File: src/grt_pkg.sv
package grt_pkg;

  // Field widths of the channels and registers
  localparam int OPCODE_W   = 3;
  localparam int ID_FIELD_W = 16;
  localparam int SIZE_W     = 48;
  localparam int PRIO_W     = 2;
  localparam int FRAME_W    = 64;
  localparam int STATUS_W   = 2;
  localparam int TOTAL_W    = 9;
  localparam int USAGE_W    = 64;
  localparam int RATIO_W    = 17;
  localparam int IDLE_W     = 32;
  localparam int CFG_IDX_W  = 2;
  localparam int CFG_DATA_W = 48;
  localparam int PROD_W     = SIZE_W + RATIO_W;
  localparam int FRAC_W     = 16;

  // Default sizing
  localparam int TABLE_DEPTH_DEF = 256;
  localparam int MAX_EVICT_DEF   = 64;
  localparam int ID_BITS_DEF     = 16;

  // Configuration reset values
  localparam logic [SIZE_W-1:0]  BUDGET_RST    = '0;
  localparam logic [RATIO_W-1:0] THRESHOLD_RST = 17'd58982;
  localparam logic [RATIO_W-1:0] TARGET_RST    = 17'd52429;
  localparam logic [IDLE_W-1:0]  IDLE_RST      = 32'd3;

  // Highest priority level, never evicted
  localparam logic [PRIO_W-1:0] PRIO_MAX = 2'd3;

  typedef enum logic [OPCODE_W-1:0] {
    OP_REGISTER      = 3'd0,
    OP_UNREGISTER    = 3'd1,
    OP_MARK_USED     = 3'd2,
    OP_MAKE_RESIDENT = 3'd3,
    OP_FRAME_START   = 3'd4,
    OP_FRAME_END     = 3'd5
  } op_t;

  typedef enum logic [STATUS_W-1:0] {
    ST_DONE = 2'd0,
    ST_MISS = 2'd1,
    ST_FULL = 2'd2
  } status_t;

  typedef enum logic [CFG_IDX_W-1:0] {
    CFG_BUDGET    = 2'd0,
    CFG_THRESHOLD = 2'd1,
    CFG_TARGET    = 2'd2,
    CFG_IDLE      = 2'd3
  } cfg_idx_t;

  // Commands from the controller to the datapath
  typedef struct packed {
    logic load;
    logic scan_clr;
    logic scan_en;
    logic reg_wr;
    logic frame_wr;
    logic mark_wr;
    logic unreg_rd;
    logic unreg_acct;
    logic unreg_wr;
    logic fe_mul;
    logic fe_cmp;
    logic fe_apply;
    logic ev_out;
    logic res_out;
  } cmd_t;

  // Status from the datapath to the controller
  typedef struct packed {
    op_t  op;
    logic pre_err;
    logic scan_done;
    logic hit;
    logic fe_ok;
    logic npick_zero;
    logic ev_last;
    logic out_free;
  } sts_t;

endpackage

File: src/grt_ctrl.sv
module grt_ctrl (
  input  logic          clk,
  input  logic          rst_n,
  input  logic          in_valid,
  output logic          in_ready,
  input  grt_pkg::sts_t sts,
  output grt_pkg::cmd_t cmd
);

  typedef enum logic [10:0] {
    S_IDLE     = 11'b000_0000_0001,
    S_DISPATCH = 11'b000_0000_0010,
    S_SCAN     = 11'b000_0000_0100,
    S_UNREG_RD = 11'b000_0000_1000,
    S_UNREG_WR = 11'b000_0001_0000,
    S_FE_MUL   = 11'b000_0010_0000,
    S_FE_CMP   = 11'b000_0100_0000,
    S_FE_APPLY = 11'b000_1000_0000,
    S_EV_RD    = 11'b001_0000_0000,
    S_EV_OUT   = 11'b010_0000_0000,
    S_RESULT   = 11'b100_0000_0000
  } state_t;

  state_t state_r, state_nxt;

  assign in_ready = (state_r == S_IDLE);

  // Sequence one item through table scans, eviction and result delivery
  always_comb begin
    cmd       = '0;
    state_nxt = state_r;
    unique case (state_r)
      S_IDLE: begin
        if (in_valid) begin
          cmd.load  = 1'b1;
          state_nxt = S_DISPATCH;
        end
      end
      S_DISPATCH: begin
        cmd.scan_clr = 1'b1;
        if (sts.pre_err) begin
          state_nxt = S_RESULT;
        end else begin
          case (sts.op) inside
            grt_pkg::OP_REGISTER: begin
              cmd.reg_wr = 1'b1;
              state_nxt  = S_RESULT;
            end
            grt_pkg::OP_UNREGISTER, grt_pkg::OP_MARK_USED,
            grt_pkg::OP_MAKE_RESIDENT: begin
              state_nxt = S_SCAN;
            end
            grt_pkg::OP_FRAME_START: begin
              cmd.frame_wr = 1'b1;
              state_nxt    = S_RESULT;
            end
            grt_pkg::OP_FRAME_END: begin
              state_nxt = S_FE_MUL;
            end
            default: begin
              state_nxt = S_RESULT;
            end
          endcase
        end
      end
      S_SCAN: begin
        cmd.scan_en = 1'b1;
        if (sts.scan_done) begin
          case (sts.op) inside
            grt_pkg::OP_UNREGISTER: begin
              state_nxt = sts.hit ? S_UNREG_RD : S_RESULT;
            end
            grt_pkg::OP_MARK_USED: begin
              cmd.mark_wr = sts.hit;
              state_nxt   = S_RESULT;
            end
            grt_pkg::OP_FRAME_END: begin
              state_nxt = S_FE_APPLY;
            end
            default: begin
              state_nxt = S_RESULT;
            end
          endcase
        end
      end
      S_UNREG_RD: begin
        cmd.unreg_rd   = 1'b1;
        cmd.unreg_acct = 1'b1;
        state_nxt      = S_UNREG_WR;
      end
      S_UNREG_WR: begin
        cmd.unreg_wr = 1'b1;
        state_nxt    = S_RESULT;
      end
      S_FE_MUL: begin
        cmd.fe_mul = 1'b1;
        state_nxt  = S_FE_CMP;
      end
      S_FE_CMP: begin
        cmd.fe_cmp = 1'b1;
        state_nxt  = sts.fe_ok ? S_SCAN : S_RESULT;
      end
      S_FE_APPLY: begin
        cmd.fe_apply = 1'b1;
        state_nxt    = sts.npick_zero ? S_RESULT : S_EV_RD;
      end
      S_EV_RD: begin
        state_nxt = S_EV_OUT;
      end
      S_EV_OUT: begin
        if (sts.out_free) begin
          cmd.ev_out = 1'b1;
          state_nxt  = sts.ev_last ? S_IDLE : S_EV_RD;
        end
      end
      S_RESULT: begin
        if (sts.out_free) begin
          cmd.res_out = 1'b1;
          state_nxt   = S_IDLE;
        end
      end
      default: begin
        state_nxt = S_IDLE;
      end
    endcase
  end

  always_ff @(posedge clk) begin
    if (!rst_n) begin
      state_r <= S_IDLE;
    end else begin
      state_r <= state_nxt;
    end
  end

endmodule

File: config.mk
export PLATFORM = sky130hd
export DESIGN_NAME = grt_ctrl
export DESIGN_NICKNAME = d
export VERILOG_FILES = /design/src/grt_pkg.sv /design/src/grt_ctrl.sv
export SDC_FILE = /design/constraint.sdc
export NUM_CORES = 1
export LEC_CHECK = 0
export BUFFER_PORTS_ARGS = -buffer_cell sky130_fd_sc_hd__buf_2
export CORE_AREA = 4 4 49 51
export CTS_BUF_LIST = sky130_fd_sc_hd__clkbuf_4 sky130_fd_sc_hd__clkbuf_8 sky130_fd_sc_hd__clkbuf_16
export CTS_CLUSTER_DIAMETER = 50
export DETAILED_ROUTE_END_ITERATION = 10
export DIE_AREA = 0 0 53 55
export PLACE_DENSITY = 0.7
export SLEW_MARGIN = 10
export SYNTH_ARGS = -nofsm -noshare
export SYNTH_HDL_FRONTEND = slang
export SYNTH_SLANG_ARGS = --single-unit
File: constraint.sdc
create_clock -name clk -period 5.2 [get_ports clk]
set_clock_uncertainty 0.05 [all_clocks]
set_input_delay 0.26 -clock clk [delete_from_list [all_inputs] [get_ports clk]]
set_output_delay 0.26 -clock clk [all_outputs]
set_load 0.02 [all_outputs]
---- After elaboration in Yosys (flattened, before gate mapping) ----
Cells that the tools add are included.
word-level totals
  logic and storage cells ................. 63
  register bits after elaboration ......... 11
  input port bits ......................... 13
cells by class
  equal/unequal tests ..................... 20
  reduce and logical (&&, ||, !) cells .... 3
  muxes and demuxes ....................... 39
operator list
  kind                  count
  $mux 11               15
  $pmux 11 s11          1
  $mux 1                19
  $eq 11x1->1 const B   1
  $eq 11x10->1 const B  1
  $eq 11x11->1 const B  1
  $eq 11x2->1 const B   1
  $eq 11x3->1 const B   1
  $eq 11x4->1 const B   1
  $eq 11x5->1 const B   1
  $eq 11x6->1 const B   1
  $eq 11x7->1 const B   1
  $eq 11x8->1 const B   1
  $eq 11x9->1 const B   1
  $mux 9                1
  $ne 2x2->1 const B    4
  $eq 3x2->1 const B    2
  $eq 3x3->1 const B    2
  $mux 2                3
  $reduce_and 4->1      1
  $eq 3x1->1 const B    1
  $logic_not 3->1       1
  $reduce_or 3->1       1

---- Depth between registers and ports, before layout ----
Gate-level depths: netlist of run 1.
  depth in word-level cells ............... 7
  depth in mapped cells ................... 7
  gate-level depth less buffers ........... 6

---- Worst setup path after synthesis of run 1 ----
OpenSTA, ideal clock, no wires.
  path type ............................... register to output
  start point ............................. register state_r[6]
  end point ............................... output port cmd[10] in the netlist's numbering
  data required time ...................... 4.890 ns
  path slack .............................. 2.904 ns
  cell stages (with the launch flop) ...... 6
  path buffers ............................ 1
  data arrival time ....................... 1.986 ns
  cells stage by stage .................... dfxtp_1 buf_6 nor4_4 nand3_2 or2_4 nor4b_1
RTL lines
  element                   line             source
  start: declaration        grt_ctrl.sv:24   state_t state_r, state_nxt;
  start signal: assignment  grt_ctrl.sv:132  state_r <= state_nxt;
  end: declaration          grt_ctrl.sv:7    output grt_pkg::cmd_t cmd

==> results of run 1 <==
-- cell usage after synthesis (2+ instances only) --
master and count:
nand3b_1 3, nand2b_1 3, xor2_1 4, nor4_2 2, a31oi_1 2, inv_1 3
and3_1 5, buf_4 2, nor2b_1 5, nor3b_1 2, and2_1 6, nor3_1 6
a21oi_1 5, nand2_1 5, and3_2 2, and4b_1 3, o31ai_1 2, nand3_1 3
nor2_1 8, dfxtp_1 11
-- per-layer routing --
metal | up-vias | GRT usage [%]
met1 | 403 | 22.29
met3 | 4 | 3.217
met5 | - | 0
li1 | 441 | -
met2 | 20 | 27.48
met4 | 0 | 5.106
-- power groups by stage --
stage / sequential, uW / clock (uW) / combinational [uW]
4_1_cts: 88.6 / 67.1 / 36.9
2_1_floorplan: 89.8 / 0 / 23.3
3_5_place_dp: 90.5 / 0 / 36.7
5_1_grt: 89.2 / 72.7 / 40.6
3_3_place_gp: 90.5 / 0 / 36.2
6_report: 88.6 / 66.9 / 36.8
-- logic make-up after synthesis --
group	Yosys count	share of synthesized area (%)
AO/OA/AOI/OAI	17	14.60
flip-flops	11	25.69
AND/OR/NAND/NOR	65	50.66
XOR/XNOR	4	4.087
buffers and inverters	7	4.962
-- through the flow --
stage	util, %	instance area, um^2	power [uW]	worst slack (ps)
detailed placement	51.22	994.7	127.3	3098
floorplan	-	857.1	113.1	2904
global route	52.77	1025	202.4	2595
CTS	52.77	1025	192.7	2756
global placement	51.22	994.7	126.6	3133
finish	52.77	1025	192.3	2769
-- final cells by class --
cell class / instances / share of cell area, %
sequential: 11 / 21.49
timing repair buffer: 27 / 13.19
tap: 27 / 3.297
inverter: 3 / 1.099
clock buffer: 4 / 2.930
multi-input combinational: 86 / 58.00
-- final timing paths --
kind,end,slack [ps]
worst max-delay path,cmd[10],2770
worst min-delay path,state_r[0],210
worst max register to register,state_r[5],3170
worst min register to register,state_r[9],550
-- worst reg2reg max path: cells and delay by family (launching register included) --
kind | cells | cell delay [ps]
DFF | 1 | 370
and+or+nand+nor | 4 | 1110
AOI/OAI and AO/OA | 2 | 390
==> impl_metrics.yaml, run 1 <==
yosys:
  ys_ff_latch: 11
  synth.distinct_cells: 42
  yosysTopAreaCell: "dfxtp_1"
  netlist_instances: 104
  synthArstFlopShare_pct: 0
  yosys_warnings: 0
  syn_area_um2: 857.1
  syn_area_per_cell_um2: 8.241
  synth_top_area_share_pct: 25.69
  synth_flop_cell: "dfxtp_1"
  synthTopCellsByArea: "dfxtp_1 26%, and2_1 4.4%, xor2_1 4.1%, and3_1 3.6%, nor2b_1 3.6%"
  ys_seq_area_share_pct: 25.69
  syn-num-nets: 117
  synth_enable_flop_cells: 0
floorplan:
  die_w_um: 53
  die-height_um: 55
  die_area_um2: 2915
  initial_core_util_pct: 44.14
  io_pins: 28
  rows: 16
  coreArea_um2: 1942
placed_design:
  dpl.cell_count: 154
  post-dp-hpwl_mm: 1.746
  portBuffers: 27
  gp_congestion: 0.8425
sta:
  finalMaxSlewViolations: 0
  max_slew_margin_pct: 60.90
  hold_viol_final: 0
  fin_crit_sh_pct: 46.75
  tightestPinTransition_ps: 581.6
  whs_ps: 210.0
  clock.fmax_mhz: 411.4
  rsz0062_at_grt: "no"
  period_needed_ps: 2431
  setup-violations-final: 0
  finalSetupTns_ps: 0
drt:
  met2_length_mm: 1.015
  vias_per_cell: 5.494
  route.met3.wl_um: 88
  dr.pass1.iters: 4
  wl_met1_mm: 1.020
  num_vias: 868
  antenna_left: 0
  drt_iter0_drc: 21
  wire_per_inst_um: 13.61
  drc_errors: 0
  wl_mm: 2.151
  routed.top_layer: "met4"
setup_path:
  cp-start-kind: "register"
  cp.depth: 5
  cpLargestDelayFamily: "simple AND/OR/NAND/NOR gates"
  max_stage_delay_ps: 460
  cp_slowest_cell: "nor4_4"
  crit_path_cell_trace: "nor4_4, nand3_2, or2_4, nor4b_1, buf_2"
  critPathKind: "register to output pin"
  reg2reg_from: "state_r[0]"
  required_ps: 4890
  cp-end-kind: "output pin"
  startpoint: "state_r[6]"
  cp_max_fo: 9
  cp.arrival_ps: 2120
  crit_buf_inv: 1
  r2r_cells: 6
pwr:
  seqPwrFrac_pct: 46.1
  ir_drop_v: 0.0001354
  switching_power_uw: 55.52
  p_leak_uw: 0.0005056
  swShare_pct: 28.88
  clockPowerShare_pct: 34.8
  intPower_uw: 136.7
  power_frac_comb_pct: 19.2
  power_density_nw_per_um2: 187.6
layout:
  top_regs: "state_r (11)"
  n_fill_cell: 200
  final_cell_mix: "27 x buf_2, 11 x dfxtp_1, 8 x nor2_1"
  drive_above_1_share_pct: 32.82
  final_common_cell: "buf_2"
  n_antenna_cell: 0
  finish.net_count: 145
  fin_cells: 158
  top_register: "state_r"
  register_area_um2: 220.2
  areaGrowthSynthToFinish_pct: 19.56
  largest_reg_flops: 11
  multi_input_area_um2: 594.3
clock_network:
  htreeDepth: 1
  clk_pin_slew_ps: 80
  cts_resized: 0
  cts_setup_buffers: 0
  cts_tree: "done"
  hold_buffers: 0
  cts-root-buf: "clkbuf_4"
  clockBufferDepth: 2
  worstSkewPairLatency_ps: 270
  cts_num_sinks: 11
  numCtsBuffers: 3
global_route:
  grt_first_pass_wirelength_mm: 3.574
  grt_pass1_vias: 798
  overflow: 0
  grt_max_degree: 10
  grt_antenna_before_repair: 0
  grtUsageTotal_pct: 16.77
min_path:
  hold_class: "primary input to register"
  min_from: "sts[1]"
  whs_path_depth: 3
run:
  drv_cap: 0
run_status:
  status: "finished clean"
(Power assumes the default switching activity.)
==> inputs of run 2 (changes only) <==
Settings changed: ABC_AREA set to 1, CORE_AREA 4 4 49 51 to 4 4 50 52, DIE_AREA 0 0 53 55 to 0 0 54 56, PLACE_DENSITY 0.7 to 0.69.
Clock period 5.2 ns to 2.45 ns, I/O delays scaled along.
==> run 2 against run 1 <==
  * Routed wire length rose by 2.6%
  * Die area is 3.7% higher
  * Combinational power rose to 6.4 times the previous value
  * Non-clock buffer count did not move
  * Register-to-register slack worse by 2300 ps
  * Design area up 6.0%
  * Worst hold slack got worse by 180 ps
  * Largest power group is now combinational cells
  * Setup slack got worse by 2000 ps
  * Critical endpoint unchanged
  * Area after synthesis increased by 4.2%
  * Largest cell class unchanged
  * Synthesized cell count up 38%
==> impl_metrics.yaml, run 2 <==
run_status:
  status: "finished clean"
yosys:
  synthAdderAreaFrac_pct: 0
  synth_mux_area_share_pct: 0
  yosysMostFrequentCell: "inv_1"
  synth_xor_area_share_pct: 0
  synth_enable_flop_cells: 0
  synthArstFlopShare_pct: 0
  yosysTopAreaCell: "dfxtp_1"
  synth_top_family_by_area: "simple AND/OR/NAND/NOR gates"
  synthTopCellsByArea: "dfxtp_1 25%, inv_1 13%, nand2_1 13%, nor2_1 8.4%, nand3_1 5.0%"
  syn_area_per_cell_um2: 6.204
  synth_top_area_share_pct: 24.65
  synth_flop_cell: "dfxtp_1"
  synth_compound_area_share_pct: 7.003
  netlist_instances: 144
  yosys_warnings: 0
  ys_ff_latch: 11
  synth-simple-area-share_pct: 53.64
  syn_area_um2: 893.4
  synth.distinct_cells: 26
  syn-num-nets: 157
  synth_common_cells: "32 x inv_1, 31 x nand2_1, 20 x nor2_1, 11 x dfxtp_1, 9 x nand3_1"
  ys_seq_area_share_pct: 24.65
setup_path:
  required_ps: 2280
  cpLargestDelayFamily: "simple AND/OR/NAND/NOR gates"
  critPathKind: "register to output pin"
  max_stage_delay_ps: 360
  crit_buf_inv: 1
  crit_path_cell_trace: "nor2_2, nand2_4, nor2_8, nand2_2, nor4_1, buf_2"
  cp-end-kind: "output pin"
  cp-start-kind: "register"
  cp_slowest_cell: "dfxtp_1"
  cp.arrival_ps: 1520
  cp_max_fo: 7
layout:
  top_register: "state_r"
  n_antenna_cell: 0
  largest_reg_flops: 11
  top_regs: "state_r (11)"
  finish.net_count: 188
  final_common_cell: "inv_1"
  drive_above_1_share_pct: 30.46
  final_cell_mix: "32 x inv_1, 31 x nand2_1, 27 x buf_2"
  areaGrowthSynthToFinish_pct: 21.57
sta:
  rsz0062_at_grt: "no"
  finalMaxSlewViolations: 0
  clock.fmax_mhz: 591.5
  max_slew_margin_pct: 78.63
  hold_viol_final: 0
  period_needed_ps: 1691
  tightestPinTransition_ps: 320.2
  fin_crit_sh_pct: 69.01
  setup-violations-final: 0
  finalSetupTns_ps: 0
pwr:
  total_power_uw: 570.6
  p_leak_uw: 0.0006431
  ir_drop_v: 0.0002814
  power_density_nw_per_um2: 525.4
clock_network:
  cts_num_sinks: 11
  numCtsBuffers: 3
  clk_pin_slew_ps: 70
  clockBufferDepth: 2
  worstSkewPairLatency_ps: 260
  cts_setup_buffers: 0
  cts_tree: "done"
  htreeDepth: 1
  cts_resized: 0
  hold_buffers: 0
  cts-root-buf: "clkbuf_4"
floorplan:
  coreArea_um2: 2106
  die_w_um: 54
  rows: 17
  die_area_um2: 3024
  io_pins: 28
  die-height_um: 56
  initial_core_util_pct: 42.42
global_route:
  grt_pass1_vias: 924
  grt_max_degree: 8
  grt_first_pass_wirelength_mm: 3.815
  grtUsageTotal_pct: 16.45
  grt_antenna_before_repair: 0
  overflow: 0
placed_design:
  portBuffers: 27
  post-dp-hpwl_mm: 1.857
  gp_congestion: 0.8775
drt:
  drt_iter0_drc: 11
  vias_per_cell: 4.718
  wl_mm: 2.208
  antenna_left: 0
  num_vias: 953
  drc_errors: 0
  dr.pass1.iters: 4
  wire_per_inst_um: 10.93
run:
  drv_cap: 0
min_path:
  hold_class: "primary input to register"
[run 2: cell count changes in the layout (fill, tap and decap cells not counted), moves of 4 or more]
| cell | previous run | this run |
|---|---|---|
| nand2_2 | 1 | 5 |
| xor2_1 | 4 | 0 |
| nand3_1 | 3 | 9 |
| and3_1 | 5 | 0 |
| nand2_1 | 5 | 31 |
| nor2b_1 | 5 | 0 |
| nor2_1 | 8 | 20 |
| and2_1 | 6 | 0 |
| inv_1 | 3 | 32 |
[run 2: stage by stage]
| stage | hold WS [ps] | worst slack [ps] | util (%) | area [um^2] | cells |
|---|---|---|---|---|---|
| final | 31.71 | 759.3 | 51.57 | 1086 | 202 |
| after global routing | 38.64 | 623.7 | 51.57 | 1086 | 202 |
| after CTS | 33.67 | 740.2 | 51.57 | 1086 | 202 |
| after detailed placement | 312.6 | 927.2 | 50.15 | 1056 | 198 |
| after global placement | 294.8 | 973.7 | 50.15 | 1056 | 198 |
| after floorplan | 141.2 | 846.4 | - | 893.4 | 144 |
[run 2: final timing paths]
path / start / cells past startpoint / endpoint / slack (ps)
max: state_r[9] / 6 / cmd[10] / 760
min: rst_n / 2 / state_r[0] / 30
max reg2reg: state_r[0] / 9 / state_r[8] / 920
min reg2reg: state_r[10] / 2 / state_r[10] / 440
[run 2: cells by family after synthesis]
logic type,Yosys count
AND/OR/NAND/NOR,90
buffers and inverters,34
flip-flops,11
AO/OA/AOI/OAI,9
[run 2: worst reg2reg max path, stage by stage, from the launching register on]
cell and delay, ps:
dfxtp_1 340, nor2_1 180, nand2_2 130, nor2_4 160
nand2_1 120, nand2_1 80, nor2_1 50, nand3_2 90
nand2_2 100, nor3b_2 160
[run 2: power by group]
part / switching, uW / total [uW] / internal (uW)
clock network: 60.9 / 135 / 74.0
logic: 162 / 237 / 74.9
registers: 9.05 / 199 / 190
total: 232 / 571 / 339
[run 2: layout make-up]
cell class                      instances  area (um^2)
Tap cell                               28        35.03
Inverter                               33        123.9
Timing Repair Buffer                   27        135.1
Fill cell                             239         1020
Multi-Input combinational cell         99        541.8
Clock buffer                            4        30.03
Sequential cell                        11        220.2
[run 2: per-layer routing]
layer | wire length (um) | share of wire [%] | vias to the layer above | track usage (%)
met5 | 0 | 0 | - | 0
li1 | - | - | 502 | -
met2 | 1058 | 48 | 24 | 27.34
met1 | 1001 | 45 | 423 | 20.71
met3 | 114 | 5.2 | 4 | 2.949
met4 | 35 | 1.6 | 0 | 5.338
==> inputs of run 3 (changes only) <==
Settings changed: ABC_AREA 1 to 0, CORE_AREA 4 4 50 52 to 4 4 49 51, DIE_AREA 0 0 54 56 to 0 0 53 55, PLACE_DENSITY 0.69 to 0.7.
Clock period 2.45 ns to 1.6 ns, I/O delays scaled along.
==> run 3 against run 2 <==
  * The run now ends with negative setup slack left
  * Count of clock-buffer cells in the layout stayed put
  * Non-clock buffer count up 47
  * Critical path depth increased by 2
  * Flip-flop and latch count unchanged
  * Register-to-register slack worse by 1300 ps
  * Design area is 54% higher
  * Routed wire length increased by 88%
  * Core utilization up 34 points
  * Setup slack worse by 1200 ps
  * First-iteration DRC count grew to 5.4 times the previous value
  * Largest cell class unchanged
  * Largest power group is now registers
==> impl_metrics.yaml, run 3 (same netlist as run 1, synthesis figures left out) <==
run_status:
  status: "finished with violations"
  violations: "negative setup slack"
floorplan:
  io_pins: 28
  die_w_um: 53
  die-height_um: 55
  coreArea_um2: 1942
  rows: 16
  initial_core_util_pct: 44.14
  die_area_um2: 2915
sta:
  setup_ws_ps: -440.9
  rsz0062_at_grt: "yes"
  whs_ps: 36.28
  max_slew_margin_pct: 76.28
  period_needed_ps: 2041
  setup-violations-final: 25
  clock.fmax_mhz: 490.0
  finalMaxSlewViolations: 0
  hold_viol_final: 0
  fin_crit_sh_pct: 127.6
  tightestPinTransition_ps: 354.5
layout:
  stdcell_area_um2: 1668
  areaGrowthSynthToFinish_pct: 94.60
  drive_above_1_share_pct: 65.73
  final_cell_mix: "40 x buf_4, 21 x buf_6, 13 x buf_2"
  final_common_cell: "buf_4"
  top_register: "state_r"
  top_regs: "state_r (11)"
  n_antenna_cell: 0
  fin_cells: 205
  largest_reg_flops: 11
  finish.net_count: 192
pwr:
  p_leak_uw: 0.0007957
  swShare_pct: 32.11
  ir_drop_v: 0.0005427
  intPower_uw: 525.3
  power_density_nw_per_um2: 464.0
  seqPwrFrac_pct: 36.9
  switching_power_uw: 248.5
  clockPowerShare_pct: 29.6
  power_frac_comb_pct: 33.5
setup_path:
  cp_max_fo: 5
  cp.arrival_ps: 1910
  max_stage_delay_ps: 340
  reg2reg_from: "state_r[2]"
  cp-end-kind: "output pin"
  cp-start-kind: "register"
  crit_path_cell_trace: "nor4_4, buf_6, nand2_4, buf_6, nor2_4, nand3b_1, nor3_4, buf_6"
  crit_buf_inv: 3
  cpLargestDelayFamily: "simple AND/OR/NAND/NOR gates"
  cp_slowest_cell: "dfxtp_2"
  startpoint: "state_r[5]"
  cp_common_cell: "buf_6"
  critPathKind: "register to output pin"
  required_ps: 1470
global_route:
  grt_first_pass_wirelength_mm: 5.658
  grt_antenna_before_repair: 0
  grt_pass1_vias: 1161
  grt_max_degree: 9
  grtUsageTotal_pct: 27.76
  overflow: 0
drt:
  vias_per_cell: 5.985
  antenna_left: 0
  drt_iter0_drc: 59
  wl_mm: 4.158
  wire_per_inst_um: 20.28
  dr.pass1.iters: 4
  num_vias: 1227
  drc_errors: 0
clock_network:
  cts_num_sinks: 11
  htreeDepth: 1
  cts-root-buf: "clkbuf_4"
  worstSkewPairLatency_ps: 290
  numCtsBuffers: 3
  clockBufferDepth: 2
  hold_buffers: 0
  clk_pin_slew_ps: 80
  cts_tree: "done"
placed_design:
  place_area_um2: 1249
  portBuffers: 27
  dpl.cell_count: 183
  post-dp-hpwl_mm: 2.240
  gp_congestion: 0.8834
min_path:
  min_from: "in_valid"
  hold_class: "primary input to register"
run:
  drv_cap: 0
==> run 3: through the flow <==
stage	total power (uW)	setup WS (ps)	utilization [%]	TNS, ps
5_1_grt	792.4	-496.1	85.89	-8253
4_1_cts	720.3	-311.4	81.25	-4604
2_1_floorplan	370.3	-180.9	-	-1405
6_report	773.8	-440.9	85.89	-7084
3_5_place_dp	446.6	-253.5	64.30	-1565
3_3_place_gp	441.1	-188.4	64.30	-1204
==> run 3: repair_timing <==
item,in CTS,in global routing
setup buffers,12,8
pin swaps,14,13
gates resized for setup,52,15
endpoints found under the setup margin,23,25
==> run 3: worst paths after layout <==
path           endpoint  slack (ps)  cells past startpoint
max              cmd[8]        -440                      8
min          state_r[1]          40                      2
max reg2reg  state_r[8]        -350                      9
min reg2reg  state_r[9]         650                      3
==> run 3: final cells by class <==
cell class / count / area, um^2
Tap cell: 27 / 33.78
Fill cell: 95 / 274.0
Multi-Input combinational cell: 86 / 767.0
Sequential cell: 11 / 224.0
Clock buffer: 4 / 30.03
Timing Repair Buffer: 74 / 601.8
Inverter: 3 / 11.26
==> run 3: power by group through the flow <==
stage	Clock [uW]	Sequential (uW)	Combinational [uW]
global route	234	286	273
finish	229	286	259
CTS	215	286	220
detailed placement	0	291	155
floorplan	0	292	78.4
global placement	0	291	150
==> run 3: worst reg2reg max path, delay by kind of cell (launching register included) <==
family | cells | cell delay [ps]
AOI/OAI and AO/OA | 1 | 150
and+or+nand+nor | 4 | 770
DFF | 1 | 330
buffers and inverters | 4 | 570
==> run 3: per-layer routing <==
layer | GRT usage, % | up-vias | share of wire, %
met4 | 11.06 | 0 | 4.4
met3 | 4.021 | 19 | 6.0
met2 | 53.51 | 72 | 52
met5 | 0 | - | 0
li1 | - | 532 | -
met1 | 30.42 | 604 | 38
